===== src/hdl/sap_pkg.sv =====
package sap_pkg;

   // Field widths fixed by the box format.
   localparam int COORD_W  = 16;
   localparam int CLASS_W  = 2;
   localparam int STATUS_W = 2;

   // Defaults for the top-level parameters.
   localparam int DEF_ACTIVE_DEPTH = 16;
   localparam int DEF_ID_BITS      = 10;

   // At most this many results are produced for one box.
   localparam int MAX_RESULTS = 16;

   // Value of the ordering register after reset and after a new frame.
   localparam logic signed [COORD_W-1:0] COORD_MIN = 16'sh8000;

   // Result status codes.
   localparam logic [STATUS_W-1:0] STATUS_OK    = 2'd0;
   localparam logic [STATUS_W-1:0] STATUS_FULL  = 2'd1;
   localparam logic [STATUS_W-1:0] STATUS_ORDER = 2'd2;

   // Operation code that the front end attaches to each queued transaction.
   typedef enum logic [1:0] {
      OP_BOX   = 2'd0,
      OP_CLEAR = 2'd1,
      OP_ORDER = 2'd2
   } op_type;

   localparam int OP_W = $bits(op_type);

   typedef struct packed {
      logic signed [COORD_W-1:0] min_x;
      logic signed [COORD_W-1:0] max_x;
      logic signed [COORD_W-1:0] min_y;
      logic signed [COORD_W-1:0] max_y;
   } box_coord_type;

   localparam int BOX_W = $bits(box_coord_type);

endpackage


===== src/hdl/sap_front.sv =====
module sap_front
   import sap_pkg::*;
#(
   parameter int ID_BITS = DEF_ID_BITS
) (
   input  logic               clock,
   input  logic               reset,
   input  logic               req_valid,
   output logic               req_ready,
   input  logic               req_kind,
   input  logic signed [COORD_W-1:0] req_box_min_x,
   input  logic signed [COORD_W-1:0] req_box_max_x,
   input  logic signed [COORD_W-1:0] req_box_min_y,
   input  logic signed [COORD_W-1:0] req_box_max_y,
   input  logic [ID_BITS-1:0] req_box_id,
   input  logic [CLASS_W-1:0] req_box_class,
   output logic               push_valid,
   input  logic               push_ready,
   output op_type             push_op,
   output box_coord_type      push_box,
   output logic [ID_BITS-1:0] push_id,
   output logic [CLASS_W-1:0] push_class
);

   logic signed [COORD_W-1:0] prev_min_x_ff;
   logic signed [COORD_W-1:0] prev_min_x_in;
   logic                      accept;

   assign req_ready  = push_ready;
   assign push_valid = req_valid;
   assign accept     = req_valid & push_ready;

   assign push_box.min_x = req_box_min_x;
   assign push_box.max_x = req_box_max_x;
   assign push_box.min_y = req_box_min_y;
   assign push_box.max_y = req_box_max_y;
   assign push_id        = req_box_id;
   assign push_class     = req_box_class;

   // A box that starts left of its predecessor is flagged and leaves the order untouched.
   always_comb begin
      prev_min_x_in = prev_min_x_ff;
      if (req_kind) begin
         push_op = OP_CLEAR;
         if (accept) begin
            prev_min_x_in = COORD_MIN;
         end
      end else if (req_box_min_x < prev_min_x_ff) begin
         push_op = OP_ORDER;
      end else begin
         push_op = OP_BOX;
         if (accept) begin
            prev_min_x_in = req_box_min_x;
         end
      end
   end

   always_ff @(posedge clock) begin
      if (reset) begin
         prev_min_x_ff <= COORD_MIN;
      end else begin
         prev_min_x_ff <= prev_min_x_in;
      end
   end

endmodule


===== src/hdl/sap_queue.sv =====
module sap_queue
   import sap_pkg::*;
#(
   parameter int WIDTH = OP_W + BOX_W + DEF_ID_BITS + CLASS_W
) (
   input  logic             clock,
   input  logic             reset,
   input  logic             push_valid,
   output logic             push_ready,
   input  logic [WIDTH-1:0] push_data,
   output logic             pop_valid,
   input  logic             pop_ready,
   output logic [WIDTH-1:0] pop_data
);

   // Two-entry queue: head is what the back end sees, tail catches one more.
   logic             head_valid_ff;
   logic             head_valid_in;
   logic             tail_valid_ff;
   logic             tail_valid_in;
   logic [WIDTH-1:0] head_ff;
   logic [WIDTH-1:0] head_in;
   logic [WIDTH-1:0] tail_ff;
   logic [WIDTH-1:0] tail_in;
   logic             push;
   logic             pop;

   assign push_ready = ~tail_valid_ff;
   assign pop_valid  = head_valid_ff;
   assign pop_data   = head_ff;
   assign push       = push_valid & ~tail_valid_ff;
   assign pop        = head_valid_ff & pop_ready;

   always_comb begin
      head_valid_in = head_valid_ff;
      tail_valid_in = tail_valid_ff;
      head_in       = head_ff;
      tail_in       = tail_ff;
      if (pop) begin
         if (tail_valid_ff) begin
            head_in       = tail_ff;
            tail_valid_in = 1'b0;
         end else begin
            head_in       = push_data;
            head_valid_in = push;
         end
      end else if (push) begin
         if (head_valid_ff) begin
            tail_in       = push_data;
            tail_valid_in = 1'b1;
         end else begin
            head_in       = push_data;
            head_valid_in = 1'b1;
         end
      end
   end

   always_ff @(posedge clock) begin
      if (reset) begin
         head_valid_ff <= 1'b0;
         tail_valid_ff <= 1'b0;
      end else begin
         head_valid_ff <= head_valid_in;
         tail_valid_ff <= tail_valid_in;
      end
   end

   always_ff @(posedge clock) begin
      head_ff <= head_in;
      tail_ff <= tail_in;
   end

endmodule


===== src/hdl/sap_back.sv =====
module sap_back
   import sap_pkg::*;
#(
   parameter int ACTIVE_DEPTH = DEF_ACTIVE_DEPTH,
   parameter int ID_BITS      = DEF_ID_BITS
) (
   input  logic                clock,
   input  logic                reset,
   input  logic                head_valid,
   output logic                head_ready,
   input  op_type              head_op,
   input  box_coord_type       head_box,
   input  logic [ID_BITS-1:0]  head_id,
   input  logic [CLASS_W-1:0]  head_class,
   output logic                rsp_valid,
   input  logic                rsp_ready,
   output logic                rsp_pair_valid,
   output logic [ID_BITS-1:0]  rsp_earlier_id,
   output logic [ID_BITS-1:0]  rsp_later_id,
   output logic [CLASS_W-1:0]  rsp_earlier_class,
   output logic [CLASS_W-1:0]  rsp_later_class,
   output logic [STATUS_W-1:0] rsp_status,
   output logic                rsp_last
);

   localparam int CNT_W  = $clog2(ACTIVE_DEPTH + 1);
   localparam int EMIT_W = $clog2(MAX_RESULTS);

   typedef enum logic [2:0] {
      S_IDLE    = 3'b001,
      S_COMPACT = 3'b010,
      S_SCAN    = 3'b100
   } state_type;

   state_type state_ff;
   state_type state_in;

   // Active set, packed in arrival order; holes are closed one per cycle.
   logic signed [COORD_W-1:0] ent_max_x_ff [ACTIVE_DEPTH];
   logic signed [COORD_W-1:0] ent_min_y_ff [ACTIVE_DEPTH];
   logic signed [COORD_W-1:0] ent_max_y_ff [ACTIVE_DEPTH];
   logic [ID_BITS-1:0]        ent_id_ff    [ACTIVE_DEPTH];
   logic [CLASS_W-1:0]        ent_cls_ff   [ACTIVE_DEPTH];

   logic [ACTIVE_DEPTH-1:0] alive_ff;
   logic [ACTIVE_DEPTH-1:0] alive_in;
   logic [CNT_W-1:0]        count_ff;
   logic [CNT_W-1:0]        count_in;
   logic [ACTIVE_DEPTH-1:0] match_ff;
   logic [ACTIVE_DEPTH-1:0] match_in;
   logic                    full_ff;
   logic                    full_in;
   logic [EMIT_W-1:0]       emit_cnt_ff;
   logic [EMIT_W-1:0]       emit_cnt_in;
   box_coord_type           cur_box_ff;
   box_coord_type           cur_box_in;
   logic [ID_BITS-1:0]      cur_id_ff;
   logic [ID_BITS-1:0]      cur_id_in;
   logic [CLASS_W-1:0]      cur_cls_ff;
   logic [CLASS_W-1:0]      cur_cls_in;

   logic                rsp_valid_ff;
   logic                rsp_valid_in;
   logic                rsp_pair_ff;
   logic                rsp_pair_in;
   logic [ID_BITS-1:0]  rsp_eid_ff;
   logic [ID_BITS-1:0]  rsp_eid_in;
   logic [ID_BITS-1:0]  rsp_lid_ff;
   logic [ID_BITS-1:0]  rsp_lid_in;
   logic [CLASS_W-1:0]  rsp_ecls_ff;
   logic [CLASS_W-1:0]  rsp_ecls_in;
   logic [CLASS_W-1:0]  rsp_lcls_ff;
   logic [CLASS_W-1:0]  rsp_lcls_in;
   logic [STATUS_W-1:0] rsp_status_ff;
   logic [STATUS_W-1:0] rsp_status_in;
   logic                rsp_last_ff;
   logic                rsp_last_in;

   logic [ACTIVE_DEPTH-1:0] below_cnt;
   logic [ACTIVE_DEPTH-1:0] keep;
   logic [ACTIVE_DEPTH-1:0] ovl;
   logic [ACTIVE_DEPTH-1:0] evict_alive;
   logic [ACTIVE_DEPTH-1:0] holes_idle;
   logic [ACTIVE_DEPTH-1:0] holes_cur;
   logic [ACTIVE_DEPTH-1:0] low_hole;
   logic [ACTIVE_DEPTH-1:0] ge_hole;
   logic [ACTIVE_DEPTH-1:0] low_match;
   logic [ACTIVE_DEPTH-1:0] rest_match;
   logic [ACTIVE_DEPTH-1:0] append_bit;
   logic [ID_BITS-1:0]      sel_id;
   logic [CLASS_W-1:0]      sel_cls;
   box_coord_type           src_box;
   logic                    out_load;
   logic                    shift_en;
   logic                    append_en;
   logic                    final_pair;
   logic [STATUS_W-1:0]     scan_status;

   assign out_load    = ~rsp_valid_ff | rsp_ready;
   assign src_box     = (state_ff == S_IDLE) ? head_box : cur_box_ff;
   assign evict_alive = alive_ff & keep;
   assign holes_idle  = ~evict_alive & below_cnt;
   assign holes_cur   = ~alive_ff & below_cnt;
   assign low_hole    = holes_cur & (~holes_cur + 1'b1);
   assign ge_hole     = ~(low_hole - 1'b1);
   assign low_match   = match_ff & (~match_ff + 1'b1);
   assign rest_match  = match_ff & ~low_match;
   assign append_bit  = {{(ACTIVE_DEPTH-1){1'b0}}, 1'b1} << count_ff;
   assign final_pair  = (rest_match == '0) || (emit_cnt_ff == EMIT_W'(MAX_RESULTS - 1));
   assign scan_status = full_ff ? STATUS_FULL : STATUS_OK;

   // Per-entry compares against every slot in parallel.
   always_comb begin
      sel_id  = '0;
      sel_cls = '0;
      for (int i = 0; i < ACTIVE_DEPTH; i++) begin
         below_cnt[i] = CNT_W'(i) < count_ff;
         keep[i]      = ent_max_x_ff[i] >= head_box.min_x;
         ovl[i]       = (src_box.max_y > ent_min_y_ff[i]) && (src_box.min_y < ent_max_y_ff[i]);
         sel_id       = sel_id | (ent_id_ff[i] & {ID_BITS{low_match[i]}});
         sel_cls      = sel_cls | (ent_cls_ff[i] & {CLASS_W{low_match[i]}});
      end
   end

   always_comb begin
      state_in      = state_ff;
      alive_in      = alive_ff;
      count_in      = count_ff;
      match_in      = match_ff;
      full_in       = full_ff;
      emit_cnt_in   = emit_cnt_ff;
      cur_box_in    = cur_box_ff;
      cur_id_in     = cur_id_ff;
      cur_cls_in    = cur_cls_ff;
      head_ready    = 1'b0;
      shift_en      = 1'b0;
      append_en     = 1'b0;
      rsp_valid_in  = rsp_valid_ff & ~rsp_ready;
      rsp_pair_in   = rsp_pair_ff;
      rsp_eid_in    = rsp_eid_ff;
      rsp_lid_in    = rsp_lid_ff;
      rsp_ecls_in   = rsp_ecls_ff;
      rsp_lcls_in   = rsp_lcls_ff;
      rsp_status_in = rsp_status_ff;
      rsp_last_in   = rsp_last_ff;

      case (state_ff)
         S_IDLE: begin
            if (head_valid) begin
               case (head_op)
                  OP_CLEAR: begin
                     head_ready = 1'b1;
                     alive_in   = '0;
                     count_in   = '0;
                  end
                  OP_ORDER: begin
                     if (out_load) begin
                        head_ready    = 1'b1;
                        rsp_valid_in  = 1'b1;
                        rsp_pair_in   = 1'b0;
                        rsp_eid_in    = '0;
                        rsp_lid_in    = head_id;
                        rsp_ecls_in   = '0;
                        rsp_lcls_in   = head_class;
                        rsp_status_in = STATUS_ORDER;
                        rsp_last_in   = 1'b1;
                     end
                  end
                  OP_BOX: begin
                     head_ready  = 1'b1;
                     cur_box_in  = head_box;
                     cur_id_in   = head_id;
                     cur_cls_in  = head_class;
                     alive_in    = evict_alive;
                     emit_cnt_in = '0;
                     if (holes_idle == '0) begin
                        match_in = evict_alive & ovl;
                        full_in  = count_ff == CNT_W'(ACTIVE_DEPTH);
                        state_in = S_SCAN;
                     end else begin
                        state_in = S_COMPACT;
                     end
                  end
                  default: begin
                     head_ready = 1'b1;
                  end
               endcase
            end
         end
         S_COMPACT: begin
            if (holes_cur != '0) begin
               shift_en = 1'b1;
               alive_in = (alive_ff & ~ge_hole) | ((alive_ff >> 1) & ge_hole);
               count_in = count_ff - 1'b1;
            end else begin
               match_in = alive_ff & ovl;
               full_in  = count_ff == CNT_W'(ACTIVE_DEPTH);
               state_in = S_SCAN;
            end
         end
         S_SCAN: begin
            if (out_load) begin
               rsp_valid_in  = 1'b1;
               rsp_lid_in    = cur_id_ff;
               rsp_lcls_in   = cur_cls_ff;
               rsp_status_in = scan_status;
               if (match_ff == '0) begin
                  rsp_pair_in = 1'b0;
                  rsp_eid_in  = '0;
                  rsp_ecls_in = '0;
                  rsp_last_in = 1'b1;
               end else begin
                  rsp_pair_in = 1'b1;
                  rsp_eid_in  = sel_id;
                  rsp_ecls_in = sel_cls;
                  rsp_last_in = final_pair;
                  match_in    = rest_match;
                  emit_cnt_in = emit_cnt_ff + 1'b1;
               end
               if ((match_ff == '0) || final_pair) begin
                  state_in = S_IDLE;
                  if (!full_ff) begin
                     append_en = 1'b1;
                     alive_in  = alive_ff | append_bit;
                     count_in  = count_ff + 1'b1;
                  end
               end
            end
         end
         default: begin
            state_in = S_IDLE;
         end
      endcase
   end

   // Entry storage: shift down over the lowest hole, or append at the fill level.
   for (genvar g = 0; g < ACTIVE_DEPTH; g++) begin : g_entry
      if (g < ACTIVE_DEPTH - 1) begin : g_shift
         always_ff @(posedge clock) begin
            if (shift_en && ge_hole[g]) begin
               ent_max_x_ff[g] <= ent_max_x_ff[g+1];
               ent_min_y_ff[g] <= ent_min_y_ff[g+1];
               ent_max_y_ff[g] <= ent_max_y_ff[g+1];
               ent_id_ff[g]    <= ent_id_ff[g+1];
               ent_cls_ff[g]   <= ent_cls_ff[g+1];
            end else if (append_en && append_bit[g]) begin
               ent_max_x_ff[g] <= cur_box_ff.max_x;
               ent_min_y_ff[g] <= cur_box_ff.min_y;
               ent_max_y_ff[g] <= cur_box_ff.max_y;
               ent_id_ff[g]    <= cur_id_ff;
               ent_cls_ff[g]   <= cur_cls_ff;
            end
         end
      end else begin : g_top
         always_ff @(posedge clock) begin
            if (append_en && append_bit[g]) begin
               ent_max_x_ff[g] <= cur_box_ff.max_x;
               ent_min_y_ff[g] <= cur_box_ff.min_y;
               ent_max_y_ff[g] <= cur_box_ff.max_y;
               ent_id_ff[g]    <= cur_id_ff;
               ent_cls_ff[g]   <= cur_cls_ff;
            end
         end
      end
   end

   always_ff @(posedge clock) begin
      if (reset) begin
         state_ff     <= S_IDLE;
         alive_ff     <= '0;
         count_ff     <= '0;
         rsp_valid_ff <= 1'b0;
      end else begin
         state_ff     <= state_in;
         alive_ff     <= alive_in;
         count_ff     <= count_in;
         rsp_valid_ff <= rsp_valid_in;
      end
   end

   always_ff @(posedge clock) begin
      match_ff      <= match_in;
      full_ff       <= full_in;
      emit_cnt_ff   <= emit_cnt_in;
      cur_box_ff    <= cur_box_in;
      cur_id_ff     <= cur_id_in;
      cur_cls_ff    <= cur_cls_in;
      rsp_pair_ff   <= rsp_pair_in;
      rsp_eid_ff    <= rsp_eid_in;
      rsp_lid_ff    <= rsp_lid_in;
      rsp_ecls_ff   <= rsp_ecls_in;
      rsp_lcls_ff   <= rsp_lcls_in;
      rsp_status_ff <= rsp_status_in;
      rsp_last_ff   <= rsp_last_in;
   end

   assign rsp_valid         = rsp_valid_ff;
   assign rsp_pair_valid    = rsp_pair_ff;
   assign rsp_earlier_id    = rsp_eid_ff;
   assign rsp_later_id      = rsp_lid_ff;
   assign rsp_earlier_class = rsp_ecls_ff;
   assign rsp_later_class   = rsp_lcls_ff;
   assign rsp_status        = rsp_status_ff;
   assign rsp_last          = rsp_last_ff;

`ifndef SYNTH
   a_alive_in_fill: assert property (@(posedge clock) disable iff (reset)
      (alive_ff & ~below_cnt) == '0)
      else $error("active entry above the fill level");
   a_count_bound: assert property (@(posedge clock) disable iff (reset)
      count_ff <= CNT_W'(ACTIVE_DEPTH))
      else $error("fill level exceeds the active set depth");
   a_scan_packed: assert property (@(posedge clock) disable iff (reset)
      (state_ff == S_SCAN) |-> (holes_cur == '0))
      else $error("pair scan started on an active set with holes");
   a_nopair_last: assert property (@(posedge clock) disable iff (reset)
      (rsp_valid_ff && !rsp_pair_ff) |-> rsp_last_ff)
      else $error("result without a pair is not marked last");
`endif

endmodule


===== src/hdl/sweep_and_prune_pairs.sv =====
// A box passes from the queue head through the back end's idle state, a compaction state when
// eviction leaves holes in the active set, and the scan state, which loads its results into the
// output register: one per matching entry up to MAX_RESULTS, or one without a pair, and a stall
// at rsp_ready holds it. Frame markers and out-of-order boxes are finished in the idle state.
// The back end takes the next transaction only back in idle; meanwhile the queue buffers it.
// Reset empties the active set, queue and result register and restores the sweep order.
module sweep_and_prune_pairs
   import sap_pkg::*;
#(
   parameter int ACTIVE_DEPTH = DEF_ACTIVE_DEPTH,
   parameter int ID_BITS      = DEF_ID_BITS
) (
   input  logic                      clock,
   input  logic                      reset,
   input  logic                      req_valid,
   output logic                      req_ready,
   input  logic                      req_kind,
   input  logic signed [COORD_W-1:0] req_box_min_x,
   input  logic signed [COORD_W-1:0] req_box_max_x,
   input  logic signed [COORD_W-1:0] req_box_min_y,
   input  logic signed [COORD_W-1:0] req_box_max_y,
   input  logic [ID_BITS-1:0]        req_box_id,
   input  logic [CLASS_W-1:0]        req_box_class,
   output logic                      rsp_valid,
   input  logic                      rsp_ready,
   output logic                      rsp_pair_valid,
   output logic [ID_BITS-1:0]        rsp_earlier_id,
   output logic [ID_BITS-1:0]        rsp_later_id,
   output logic [CLASS_W-1:0]        rsp_earlier_class,
   output logic [CLASS_W-1:0]        rsp_later_class,
   output logic [STATUS_W-1:0]       rsp_status,
   output logic                      rsp_last
);

   // One queue word carries the operation code, the box's min and max x and y, the id and the class.
   localparam int QW = OP_W + BOX_W + ID_BITS + CLASS_W;

   logic               push_valid;
   logic               push_ready;
   op_type             push_op;
   box_coord_type      push_box;
   logic [ID_BITS-1:0] push_id;
   logic [CLASS_W-1:0] push_class;
   logic [QW-1:0]      push_data;

   logic               pop_valid;
   logic               pop_ready;
   logic [QW-1:0]      pop_data;
   op_type             head_op;
   box_coord_type      head_box;
   logic [ID_BITS-1:0] head_id;
   logic [CLASS_W-1:0] head_class;

   // The front end checks the sweep order as each transaction arrives. It owns the
   // ordering register, so an out-of-order box is recognized before it is queued and
   // never disturbs the active set.
   sap_front #(
      .ID_BITS (ID_BITS)
   ) u_front (
      .clock         (clock),
      .reset         (reset),
      .req_valid     (req_valid),
      .req_ready     (req_ready),
      .req_kind      (req_kind),
      .req_box_min_x (req_box_min_x),
      .req_box_max_x (req_box_max_x),
      .req_box_min_y (req_box_min_y),
      .req_box_max_y (req_box_max_y),
      .req_box_id    (req_box_id),
      .req_box_class (req_box_class),
      .push_valid    (push_valid),
      .push_ready    (push_ready),
      .push_op       (push_op),
      .push_box      (push_box),
      .push_id       (push_id),
      .push_class    (push_class)
   );

   assign push_data = {push_op, push_box, push_id, push_class};

   // The two-entry queue lets the front accept up to two transactions while the back end is busy
   // compacting the active set or streaming out pairs.
   sap_queue #(
      .WIDTH (QW)
   ) u_queue (
      .clock      (clock),
      .reset      (reset),
      .push_valid (push_valid),
      .push_ready (push_ready),
      .push_data  (push_data),
      .pop_valid  (pop_valid),
      .pop_ready  (pop_ready),
      .pop_data   (pop_data)
   );

   assign head_op    = op_type'(pop_data[QW-1 -: OP_W]);
   assign head_box   = box_coord_type'(pop_data[QW-OP_W-1 -: BOX_W]);
   assign head_id    = pop_data[CLASS_W +: ID_BITS];
   assign head_class = pop_data[CLASS_W-1:0];

   // The back end evicts expired boxes with parallel compares, closes the holes one
   // per cycle so the set stays in arrival order, then emits one result per matching
   // entry, up to MAX_RESULTS or one without a pair, then appends the box if not full.
   sap_back #(
      .ACTIVE_DEPTH (ACTIVE_DEPTH),
      .ID_BITS      (ID_BITS)
   ) u_back (
      .clock             (clock),
      .reset             (reset),
      .head_valid        (pop_valid),
      .head_ready        (pop_ready),
      .head_op           (head_op),
      .head_box          (head_box),
      .head_id           (head_id),
      .head_class        (head_class),
      .rsp_valid         (rsp_valid),
      .rsp_ready         (rsp_ready),
      .rsp_pair_valid    (rsp_pair_valid),
      .rsp_earlier_id    (rsp_earlier_id),
      .rsp_later_id      (rsp_later_id),
      .rsp_earlier_class (rsp_earlier_class),
      .rsp_later_class   (rsp_later_class),
      .rsp_status        (rsp_status),
      .rsp_last          (rsp_last)
   );

endmodule

===== config.mk =====
export PLATFORM = sky130hd
export DESIGN_NAME = sweep_and_prune_pairs
export DESIGN_NICKNAME = d
export VERILOG_FILES = /design/src/hdl/sap_pkg.sv /design/src/hdl/sap_front.sv /design/src/hdl/sap_queue.sv /design/src/hdl/sap_back.sv /design/src/hdl/sweep_and_prune_pairs.sv
export SDC_FILE = /design/constraint.sdc
export NUM_CORES = 2
export LEC_CHECK = 0
export BUFFER_PORTS_ARGS = -buffer_cell sky130_fd_sc_hd__buf_2
export CAP_MARGIN = 20
export CORE_ASPECT_RATIO = 1.1
export CORE_MARGIN = 2
export CORE_UTILIZATION = 40
export CTS_CLUSTER_SIZE = 25
export DETAILED_ROUTE_END_ITERATION = 10
export GPL_ROUTABILITY_DRIVEN = 1
export PLACE_DENSITY = 0.59
export SYNTH_ARGS = -nofsm -noshare
export SYNTH_HDL_FRONTEND = slang
export SYNTH_SLANG_ARGS = --single-unit

===== constraint.sdc =====
create_clock -name clock -period 22.9 [get_ports clock]
set_clock_uncertainty 0.15 [all_clocks]
set_input_delay 6.87 -clock clock [delete_from_list [all_inputs] [get_ports clock]]
set_output_delay 6.87 -clock clock [all_outputs]
set_load 0.05 [all_outputs]

# Yosys cells after proc, flatten, opt, wreduce, memory -nomap -nowiden
# Memories as Yosys holds them, arrays and structs flattened.
# Index checks and enable logic that the tools add are counted.
[classes]
add_sub_neg = 6
n_mul = 0
div = 0
order_cmp = 65
eq_ne = 23
shifts = 1
n_mux = 258
bitwise = 164
n_reduce_logical = 72
[ops]
columns = ["operator", "n"]
rows = [
  ["$mux 16", 60],
  ["$mux 78", 4],
  ["$lt 16x16->1", 17],
  ["$ge 16x16->1", 16],
  ["$gt 16x16->1", 16],
  ["$mux 10", 24],
  ["$and 10x10->10", 16],
  ["$or 10x10->10", 15],
  ["$and 16x16->16", 9],
  ["$not 16->16", 7],
  ["$mux 1", 108],
  ["$pmux 16 s3", 2],
  ["$or 1x1->1", 76],
  ["$mux 2", 30],
  ["$logic_not 16->1", 3],
  ["$logic_and 1x1->1", 47],
  ["$lt 4x5->1 const A", 8],
  ["$pmux 10 s2", 2],
  ["$add 16x1->16 const B", 2],
  ["$and 2x2->2", 16],
  ["$mux 32", 1],
  ["$or 16x16->16", 2],
  ["$pmux 16 s2", 1],
  ["$mux 5", 6],
  ["39 further kinds", 101],
]
[word_totals]
ff_bits = 308
latchBits = 0
mem_bits_rw = 960
mem_bits_ro = 0
input_bits = 81
out_inout_bits = 30
n_memories = 5
[mem_list]
columns = ["memory", "depth", "word_bits", "read_ports", "rd_clocked_by_memory_dff", "wr", "line", "rtl"]
rows = [
  ["u_back.ent_max_x_ff", 16, 16, 16, 0, 16, "sap_back.sv:39", "logic signed [COORD_W-1:0] ent_max_x_ff [ACTIVE_DEPTH];"],
  ["u_back.ent_max_y_ff", 16, 16, 16, 0, 16, "sap_back.sv:41", "logic signed [COORD_W-1:0] ent_max_y_ff [ACTIVE_DEPTH];"],
  ["u_back.ent_min_y_ff", 16, 16, 16, 0, 16, "sap_back.sv:40", "logic signed [COORD_W-1:0] ent_min_y_ff [ACTIVE_DEPTH];"],
  ["u_back.ent_id_ff", 16, 10, 16, 0, 16, "sap_back.sv:42", "logic [ID_BITS-1:0] ent_id_ff [ACTIVE_DEPTH];"],
  ["u_back.ent_cls_ff", 16, 2, 16, 0, 16, "sap_back.sv:43", "logic [CLASS_W-1:0] ent_cls_ff [ACTIVE_DEPTH];"],
]

# Longest topological paths before layout
[depth]
word_depth = 22
ltp_mapped = 15
mapped_depth_nobuf = 14

# By module
# From an unflattened synthesis, not the netlist that was laid out.
[unflattened]
hier_cells = 5838
hier_area_um2 = 74863.0
[modules_own_cells]
columns = ["mod", "n_inst", "cells_per_inst", "area_each_um2"]
rows = [
  ["sap_back", 1, 5362, 67196.9],
  ["sap_queue", 1, 255, 5793.1],
  ["sap_front", 1, 221, 1873.0],
]

# Least setup slack after synthesis
# No wires, ideal clock.
[synth_timing]
path_type = "input port to flip-flop"
startpoint = "in req_valid"
endpoint = "reg u_queue.tail_ff[0], enable pin"
arrival_time_ps = 13083
slack_ps = 9041
stages = 4
path_buffers = 2
cell_sequence = "nand2_1 clkbuf_1 buf_1 nor3b_1"
[synth_via]
elab_chain_cells = 2
[synth_lines]
columns = ["item", "line", "rtl"]
rows = [
  ["from (decl)", "sweep_and_prune_pairs.sv:15", "input logic req_valid,"],
  ["$and 1x1->1", "sap_queue.sv:31", "assign push = push_valid & ~tail_valid_ff;"],
  ["$reduce_and 3->1 (no line)", "-", ""],
  ["to (signal assigned)", "sap_queue.sv:70", "tail_ff <= tail_in;"],
  ["to (decl)", "sap_queue.sv:23", "logic [WIDTH-1:0] tail_ff;"],
]
# Every way passes these cells.
# A chain may end at the register's enable or synchronous reset.

# Final worst setup path
[layout_timing]
startpoint = "in rsp_ready"
endpoint = "reg u_queue.tail_ff[16], enable pin"
[layout_via]
elab_chain_cells = 8
[layout_lines]
columns = ["item", "line", "rtl"]
rows = [
  ["from (decl)", "sweep_and_prune_pairs.sv:25", "input logic rsp_ready,"],
  ["$or 1x1->1", "sap_back.sv:99", "assign out_load = ~rsp_valid_ff | rsp_ready;"],
  ["$mux 1", "sap_back.sv:157", "if (out_load) begin"],
  ["$mux 1", "sap_back.sv:150", "case (head_op)"],
  ["$mux 1", "sap_back.sv:149", "if (head_valid) begin"],
  ["$mux 1", "sap_back.sv:147", "case (state_ff)"],
  ["$and 1x1->1", "sap_queue.sv:32", "assign pop = head_valid_ff & pop_ready;"],
  ["$not 1->1 (no line)", "-", ""],
  ["$reduce_and 3->1 (no line)", "-", ""],
]
# Every way passes these cells.

==> flow_summary.toml <==
[logic_synthesis]
yosysTopAreaCellShare = 0.504
synth_flop_cell = "edfxtp_1"
synth_seq_cells = 1268
synth.distinct_cells = 82
synth_commonest_cells = "edfxtp_1, ha_1, mux2_2"
synth_nets = 6644
yosysMostFrequentCell = "edfxtp_1"
avgSynthCellArea_um2 = 12.6
ys_seq_area_frac = 0.515
syn_area_mm2 = 0.0730
yosys-top-cells-area = "edfxtp_1, ha_1, mux2_2"
synth_area_leader_cell = "edfxtp_1"
synthCells = 5788
synth-edff-count = 1225
synthArstFlopShare = 0
yosysWarnings = 0

[drt]
drtIter0Drc = 3928
avgViaCountPerCell = 5.74
wl_per_cell_um = 25.8
drcViolationCount = 0
via_count = 48500
routed_wl_um = 218000
ant_nets = 0
drtPass1Iterations = 6

[clocking]
clockBufferDepth = 3
htree_levels = 4
root_buffer = "clkbuf_16"
clkTransAtPathRegs_ns = 0.06
clkLatencyLatePin_ns = 0.81
cts_resized = 0
clkSinkCount = 1268
cts_made_buffers = 141
hold_buffers = 0
cts_tree = "yes"
postCtsSetupRepairBufs = 0

[pwr]
leakagePower_uw = 0.0321
clockPowerShare = 0.419
ir_drop_v = 0.0000637
p_switching_uw = 1410
seqPwrFrac = 0.478
swShare = 0.259
pwr_density_cell_mw_per_mm2 = 66.7
p_int_uw = 4030
combPwrFrac = 0.103

[floorplanning]
rows = 164
die_h_um = 452
dieArea_mm2 = 0.186
die-width_um = 411
core_region_area_mm2 = 0.182
initial_utilization = 0.402
io_pins = 111

[timing]
setup_viol = 0
post-route-period-util = 0.425
period_needed_ns = 9.74
grt_setup_unrepaired = "no"
maxSlewHeadroom = 0.198
setup-tns-final_ns = 0
fmax_mhz = 103
hold_violations = 0
finalMaxSlewViolations = 0
tightestPinTransition_ns = 1.20

[grt]
grt_pass1_wl_um = 321000
antenna_found_initial = 11
grt-ovfl-total = 0
grt_max_degree = 62
grtUsageTotal = 0.231
grt_pass1_vias = 48600

[layout]
area_delta_synth_final_pct = 11.6
n_fill_cell = 16400
drive_gt1_frac = 0.204
fin_nets = 6784
fin_cells = 8450

[outcome]
status = "complete, no violations"

[setup_path]
critPathArrivalTime_ns = 10.01
worstSetupEndpointType = "register"
rrSetupSlack_ns = 17.36
startpoint_type = "input pin"
critical_path_required_ns = 23.17
slowest_stage = "nor3b_2"
crit_path_max_incr_delay_ns = 0.98
crit_path_frequent_cell = "buf_4"
worstPathMaxFanout = 48
path_cells = "buf_2 > nor2b_1 > a21oi_1 > nor3b_2 > buf_4 > buf_4"
critical_path_class = "input pin to register"

[run]
max-cap-violations = 0

[place]
routabilityCongestion = 0.934
placedCellCount = 8189
io_buffers = 110
dp_hpwl_um = 151000

[worst_hold_path]
hold_path.class = "register to register"
[metrics by stage]
stage | total power, µW | hold slack (ns) | setup slack, ns | instance area [µm²] | utilization
finish | 5440 | 0.261 | 13.16 | 81500 | 0.449
global route | 5620 | 0.272 | 13.00 | 81500 | 0.449
CTS | 5470 | 0.267 | 13.22 | 81400 | 0.448
detailed placement | 3200 | 0.255 | 12.36 | 76900 | 0.423
global placement | 3180 | 0.253 | 12.43 | 76800 | 0.423
floorplan | 2960 | 0.250 | 9.04 | 73000 | -
[registers in the layout (all words and copies together) (netlist names), 16 cells and up]
register / count
u_back.match_ff: 16
u_queue.pop_data: 78
u_back.ent_min_y_ff: 256
u_queue.tail_ff: 78
u_back.cur_box_ff: 48
u_back.alive_ff: 16
u_front.prev_min_x_ff: 16
u_back.ent_max_y_ff: 256
u_back.ent_id_ff: 160
u_back.ent_max_x_ff: 256
u_back.ent_cls_ff: 32
[placed cells by master, fill, tap and decap left out, drive strengths merged, types with 56 or more instances in the layout]
cell    count
a21o      122
a21oi     256
buf       235
clkbuf    166
clkinv     69
edfxtp   1225
ha        775
inv       581
mux2      983
nand2     318
nand2b     56
nand3      87
nand4     135
nor2      145
nor2b      84
o21ai     193
[power groups by stage]
stage          registers, µW  clock network (µW)  logic, µW
2_1_floorplan           2620                   0        336
3_3_place_gp            2650                   0        535
3_5_place_dp            2650                   0        551
4_1_cts                 2600                2320        555
5_1_grt                 2600                2400        618
6_report                2600                2280        560
[critical path, delay by kind of cell]
kind / cells / cell delay [ns]
AND/OR/NAND/NOR: 2 / 1.46
AO/OA/AOI/OAI: 1 / 0.28
buffers and inverters: 3 / 1.27
[layer usage]
layer,share of wire,global-route usage,vias up
met5,0.00034,0,-
met4,0.040,0.0946,6
met3,0.057,0.0334,411
met2,0.47,0.384,1575
met1,0.43,0.303,24300
li1,-,-,22200
[cell type report]
| type | instances | area [µm²] | area share |
|---|---|---|---|
| clock inverters | 86 | 892 | 0.0109 |
| repair buffers | 235 | 1560 | 0.0192 |
| flip-flops and latches | 1268 | 37600 | 0.462 |
| clock buffers | 166 | 3660 | 0.0450 |
| multi-input cells | 3704 | 32500 | 0.399 |
| diodes | 6 | 15.0 | 0.000184 |
| well taps | 2407 | 3010 | 0.0370 |
| inverters | 578 | 2170 | 0.0266 |
[final timing paths]
path | from | to | depth (start not counted)
worst max-delay path | rsp_ready | u_queue.tail_ff[16] | 6
worst min-delay path | u_queue.pop_data[49] | u_back.cur_box_ff[37] | 0
worst max register to register | u_back.count_ff[1] | u_back.ent_max_y_ff[0][89] | 10
worst min register to register | u_queue.pop_data[49] | u_back.cur_box_ff[37] | 0
[logic make-up after synthesis]
family,count (synthesis),synth area share
mux,1006,0.155
buf+inv,816,0.0431
flops,1268,0.515
xor+xnor,4,0.000480
fa+ha+maj,776,0.133
simple gates,975,0.0680
compound gates,943,0.0854
No activity file was read; power rests on OpenSTA's default activity.
